### src/rtl/core/rpd_pkg.sv
// Package for the remote serial protocol packet deframer: constants, types, hex decode.
`default_nettype none
package rpd_pkg;

	localparam int unsigned MAX_PAYLOAD = 4096;
	localparam int unsigned LEN_W = 13;

	localparam logic [7:0] START_MARK = 8'h24;
	localparam logic [7:0] HASH_MARK = 8'h23;

	typedef enum logic [3:0] {
		PH_HUNT = 4'b0001,
		PH_PAYLOAD = 4'b0010,
		PH_DIGIT_HI = 4'b0100,
		PH_DIGIT_LO = 4'b1000
	} phase_t;

	typedef struct packed {
		logic ok;
		logic [3:0] val;
	} hex_t;

	function automatic hex_t hex_decode(input logic [7:0] c);
		hex_t h;
		h.ok = 1'b1;
		h.val = 4'd0;
		if (c inside {[8'h30:8'h39]}) begin
			h.val = 4'(c - 8'h30);
		end else if (c inside {[8'h61:8'h66]}) begin
			h.val = 4'(c - 8'h61 + 8'd10);
		end else if (c inside {[8'h41:8'h46]}) begin
			h.val = 4'(c - 8'h41 + 8'd10);
		end else begin
			h.ok = 1'b0;
		end
		return h;
	endfunction

endpackage
`default_nettype wire

### src/rtl/core/rsp_packet_deframer.sv
// Remote serial protocol packet deframer: '$' payload '#' hh framing to payload and end beats.
//
// Input channel: in_valid / in_stall with rx_byte, one link byte per beat.
// Output channel: out_valid / out_stall with the result fields, one beat per
// payload byte and one end beat (packet_end = 1) after the second checksum digit.
// Bytes outside a frame and the marker and digit bytes produce no output beat.
// An accepted byte is held in the input register; its result then enters the
// output register when the output is not stalled, and the output beat is taken
// from there. Throughput is one byte per cycle while the output does not stall,
// set by the state update between the two registers.
// A stalled output beat holds; the input register then holds too and in_stall
// rises while it is full, so at most one byte waits behind a stalled result.
// Reset clears the frame state (hunting for '$'), the running sum, the length
// count, the overflow flag and both valid bits.
`default_nettype none
module rsp_packet_deframer (
	input wire logic clk,
	input wire logic arst_n,
	input wire logic in_valid,
	output logic in_stall,
	input wire logic [7:0] rx_byte,
	output logic out_valid,
	input wire logic out_stall,
	output logic [7:0] payload_byte,
	output logic packet_end,
	output logic checksum_ok,
	output logic [7:0] computed_sum,
	output logic [7:0] received_sum,
	output logic [rpd_pkg::LEN_W-1:0] payload_length,
	output logic length_overflow
);

	localparam logic [rpd_pkg::LEN_W-1:0] MAX_LEN = rpd_pkg::LEN_W'(rpd_pkg::MAX_PAYLOAD);

	logic valid_s1;
	logic [7:0] byte_s1;
	logic adv;

	rpd_pkg::phase_t phase_q, phase_d;
	logic [7:0] sum_q, sum_d;
	logic [7:0] digit_q, digit_d;
	logic [rpd_pkg::LEN_W-1:0] count_q, count_d;
	logic ovf_q, ovf_d;

	logic res_valid;
	logic [7:0] res_byte;
	logic res_end;
	logic res_ok;
	logic [7:0] res_rx;
	rpd_pkg::hex_t hex_hi, hex_lo;

	assign adv = !out_valid || !out_stall;
	assign in_stall = valid_s1 && !adv;

	always_ff @(posedge clk or negedge arst_n) begin
		if (!arst_n) begin
			valid_s1 <= 1'b0;
		end else if (in_valid && !in_stall) begin
			valid_s1 <= 1'b1;
		end else if (adv) begin
			valid_s1 <= 1'b0;
		end
	end

	always_ff @(posedge clk) begin
		if (in_valid && !in_stall) begin
			byte_s1 <= rx_byte;
		end
	end

	assign hex_hi = rpd_pkg::hex_decode(digit_q);
	assign hex_lo = rpd_pkg::hex_decode(byte_s1);
	assign res_rx = {hex_hi.val, hex_lo.val};

	always_comb begin
		phase_d = phase_q;
		sum_d = sum_q;
		digit_d = digit_q;
		count_d = count_q;
		ovf_d = ovf_q;
		res_valid = 1'b0;
		res_byte = 8'd0;
		res_end = 1'b0;
		res_ok = 1'b0;
		case (phase_q)
			rpd_pkg::PH_HUNT: begin
				if (byte_s1 == rpd_pkg::START_MARK) begin
					phase_d = rpd_pkg::PH_PAYLOAD;
				end
			end
			rpd_pkg::PH_PAYLOAD: begin
				if (byte_s1 == rpd_pkg::HASH_MARK) begin
					phase_d = rpd_pkg::PH_DIGIT_HI;
				end else begin
					sum_d = sum_q + byte_s1;
					if (count_q >= MAX_LEN) begin
						ovf_d = 1'b1;
					end else begin
						count_d = count_q + 1'b1;
					end
					res_valid = 1'b1;
					res_byte = byte_s1;
				end
			end
			rpd_pkg::PH_DIGIT_HI: begin
				digit_d = byte_s1;
				phase_d = rpd_pkg::PH_DIGIT_LO;
			end
			rpd_pkg::PH_DIGIT_LO: begin
				res_valid = 1'b1;
				res_end = 1'b1;
				res_ok = hex_hi.ok && hex_lo.ok && (res_rx == sum_q);
				phase_d = rpd_pkg::PH_HUNT;
				sum_d = 8'd0;
				count_d = '0;
				ovf_d = 1'b0;
			end
			default: begin
				phase_d = rpd_pkg::PH_HUNT;
			end
		endcase
	end

	always_ff @(posedge clk or negedge arst_n) begin
		if (!arst_n) begin
			phase_q <= rpd_pkg::PH_HUNT;
			sum_q <= 8'd0;
			digit_q <= 8'd0;
			count_q <= '0;
			ovf_q <= 1'b0;
		end else if (valid_s1 && adv) begin
			phase_q <= phase_d;
			sum_q <= sum_d;
			digit_q <= digit_d;
			count_q <= count_d;
			ovf_q <= ovf_d;
		end
	end

	always_ff @(posedge clk or negedge arst_n) begin
		if (!arst_n) begin
			out_valid <= 1'b0;
		end else if (adv) begin
			out_valid <= valid_s1 && res_valid;
		end
	end

	always_ff @(posedge clk) begin
		if (adv && valid_s1 && res_valid) begin
			payload_byte <= res_byte;
			packet_end <= res_end;
			checksum_ok <= res_ok;
			computed_sum <= res_end ? sum_q : 8'd0;
			received_sum <= res_end ? res_rx : 8'd0;
			payload_length <= res_end ? count_q : '0;
			length_overflow <= res_end ? ovf_q : 1'b0;
		end
	end

	a_end_no_byte: assert property (@(posedge clk) disable iff (!arst_n)
		out_valid && packet_end |-> payload_byte == 8'd0)
		else $error("end beat carries a payload byte");

	a_len_bound: assert property (@(posedge clk) disable iff (!arst_n)
		out_valid |-> payload_length <= MAX_LEN)
		else $error("payload length above bound");

	a_ovf_sat: assert property (@(posedge clk) disable iff (!arst_n)
		out_valid && length_overflow |-> payload_length == MAX_LEN)
		else $error("overflow without saturated length");

	a_payload_clean: assert property (@(posedge clk) disable iff (!arst_n)
		out_valid && !packet_end |-> !checksum_ok && !length_overflow && computed_sum == 8'd0)
		else $error("payload beat carries end fields");

	a_count_bound: assert property (@(posedge clk) disable iff (!arst_n)
		ovf_q |-> count_q == MAX_LEN)
		else $error("overflow flag set below bound");

endmodule
`default_nettype wire

### config.mk
export PLATFORM = sky130hd
export DESIGN_NAME = rsp_packet_deframer
export DESIGN_NICKNAME = d
export VERILOG_FILES = /design/src/rtl/core/rpd_pkg.sv /design/src/rtl/core/rsp_packet_deframer.sv
export SDC_FILE = /design/constraint.sdc
export NUM_CORES = 1
export LEC_CHECK = 0
export ABC_AREA = 1
export BUFFER_PORTS_ARGS = -buffer_cell sky130_fd_sc_hd__buf_2
export CAP_MARGIN = 20
export CORE_UTILIZATION = 58
export DETAILED_ROUTE_END_ITERATION = 12
export PLACE_DENSITY = 0.87
export SLEW_MARGIN = 15
export SYNTH_ARGS = -nofsm -noshare
export SYNTH_HDL_FRONTEND = slang
export SYNTH_SLANG_ARGS = --single-unit
### constraint.sdc
create_clock -name clk -period 2.28 [get_ports clk]
set_input_delay 0.114 -clock clk [delete_from_list [all_inputs] [get_ports clk]]
set_output_delay 0.114 -clock clk [all_outputs]
set_load 0.02 [all_outputs]
==> qor.yml <==
holdCritStartpoint: "out_stall"
drt_pass1_iterations: 5
clkSinkCount: 84
hold_path_class: "primary input to flip-flop"
antenna_found_initial: 0
grt_max_degree: 37
via_per_inst: 5.39
chipWidth_um: 87.1
power_density_nw_per_um2: 1170
htree_levels: 3
drc: 0
ys_ff_latch: 84
crit_path_end_kind: "flip-flop"
wl_per_cell_um: 13.8
worstSkewPairLatency_ns: 0.35
track_usage: 0.248
wl_mm: 8.55
clkSlewWorstSetupHoldPaths_ns: 0.08
synth_area_um2: 4200
peakVddDrop_uv: 637
r2r_cells: 12
setup_viol: 0
core_area_um2: 6910
yosysTopAreaCell: "edfxtp_1"
yosysTopAreaCellShare: 0.343
cts_made_buffers: 9
dp_hpwl_mm: 6.10
p_leak_nw: 2.20
cts_tree: "yes"
root_buffer: "clkbuf_8"
hold_ws_ns: 0.0197
maxCapViolCount: 0
final_nets: 545
hold_depth: 3
ctsLongestPathBuffers: 2
grt_pass1_vias: 3031
post_cts_buffers: 0
synthArstFlopShare: 0.429
critPathLaunchType: "flip-flop"
numPortBuffers: 53
fmax_ghz: 0.481
ioPinCount: 54
antenna_cells: 0
r2r_slack_ns: 0.20
hold_buffers: 10
status: "complete, no violations"
worstMarginPinSlew_ns: 0.835
synth.distinct_cells: 35
finalHoldViolations: 0
cp_max_fo: 8
drive_gt1_frac: 0.180
timing.rr.end: "checksum_ok"
die_h_um: 87.1
slew_violations: 0
finClkSkew_ns: 0.0117
min_period_over_period: 0.912
synth.most_common_cell: "nand2_1"
rows: 30
grt-ovfl-total: 0
rsz0062_at_grt: "false"
relSlewSlack: 0.443
dr_total_vias: 3328
avgSynthCellArea_um2: 9.39
yosys-top-cells-count: "nand2_1 (94), nor2_1 (55), inv_1 (54)"
area_growth_pct: 16.3
synth-edff-count: 48
yosysWarningCount: 0
cts_resized: 0
gp_congestion: 0.905
cp.arrival_ns: 2.28
start_util: 0.608
r2r-start: "byte_s1[1]"
finalCriticalPeriod_ns: 2.08
min_to: "out_valid"
antenna_left: 0
grt_pass1_wl_mm: 14.1
criticalPathCategory: "flip-flop to flip-flop"
crit_required_ns: 2.48
drtIter0Drc: 243
synth_nets: 474
fin_setup_tns_ns: 0
ys.flop_type: "edfxtp_1"
synth_area_leaders: "edfxtp_1 (34%), dfrtp_1 (21%), nand2_1 (8.4%)"
die_area_um2: 7580
synth_seq_area_share: 0.558
syn_inst: 447
-- worst max path at each step --
stage	to	startpoint	cells past startpoint	slack [ns]
6_report	checksum_ok	byte_s1[1]	12	0.20
5_1_grt	checksum_ok	byte_s1[1]	12	0.06
4_1_cts	checksum_ok	byte_s1[1]	12	0.24
3_5_place_dp	checksum_ok	byte_s1[1]	12	0.28
3_3_place_gp	checksum_ok	byte_s1[1]	12	0.33
2_1_floorplan	checksum_ok	byte_s1[1]	11	0.53
-- worst max-delay path, stage by stage (launching register included) --
cell and delay (ns):
edfxtp_1 0.47, inv_1 0.23, ha_1 0.24, nand2_1 0.06, nand3_1 0.15, nand2_4 0.11
nand2_4 0.13, nand2_2 0.09, nor2_1 0.10, o21ai_1 0.07, nor2_1 0.10, nand3_1 0.08
nor2_1 0.11
-- routing by layer --
layer / global-route usage / part of all wire / vias to the layer above
met3: 0.0578 / 0.066 / 14
met5: 0 / 0 / -
met2: 0.390 / 0.48 / 136
met1: 0.337 / 0.44 / 1556
li1: - / - / 1622
met4: 0.0955 / 0.018 / 0
-- area by class of cell --
| class | count | area (um^2) |
|---|---|---|
| sequential | 84 | 2340 |
| fill | 541 | 2020 |
| multi-input combinational | 298 | 1580 |
| timing repair buffer | 68 | 415 |
| inverter | 57 | 215 |
| clock buffer | 10 | 128 |
| tap | 96 | 120 |
| clock inverter | 5 | 77.6 |
-- metrics by stage --
step	total power (W)	instances	utilization	setup WS, ns	area, um^2
finish	0.00570	618	0.707	0.200	4880
global route	0.00610	618	0.707	0.0578	4880
CTS	0.00568	618	0.707	0.245	4880
detailed placement	0.00455	593	0.663	0.279	4580
global placement	0.00445	593	0.663	0.334	4580
floorplan	0.00397	447	-	0.531	4200
-- cells in the final DEF, fill, tap and decap left out, types with 7 or more instances in the layout --
| cell | n |
|---|---|
| nand2_1 | 94 |
| inv_1 | 53 |
| o21ai_0 | 22 |
| nor2_1 | 55 |
| buf_2 | 53 |
| xor2_1 | 10 |
| o22ai_1 | 7 |
| a21oi_1 | 7 |
| edfxtp_1 | 48 |
| nor3_1 | 7 |
| nand3_1 | 40 |
| nand4_1 | 8 |
| ha_1 | 14 |
| dlygate4sd3_1 | 10 |
| dfrtp_1 | 35 |
| clkbuf_8 | 9 |
-- sequential cells by signal, summed over array words and instances, names as in the netlist --
| name | count |
|---|---|
| phase_q | 4 |
| ovf_q | 1 |
| packet_end | 1 |
| payload_length | 13 |
| computed_sum | 8 |
| sum_q | 8 |
| digit_q | 8 |
| received_sum | 8 |
| checksum_ok | 1 |
| valid_s1 | 1 |
| byte_s1 | 8 |
| payload_byte | 8 |
| out_valid | 1 |
| length_overflow | 1 |
| count_q | 13 |
-- power by group --
group / internal (W) / switching, W
combinational: 0.000742 / 0.00141
sequential: 0.00209 / 0.000334
clock: 0.000607 / 0.000508
total: 0.00344 / 0.00226
-- kinds of logic after synthesis --
logic type	count (synthesis)	share of synthesized area
simple gates	223	0.240
flops	84	0.558
buf+inv	65	0.0644
compound gates	47	0.0638
fa+ha+maj	15	0.0465
xor+xnor	13	0.0271
Note: power is estimated with default switching activity, not from simulation.
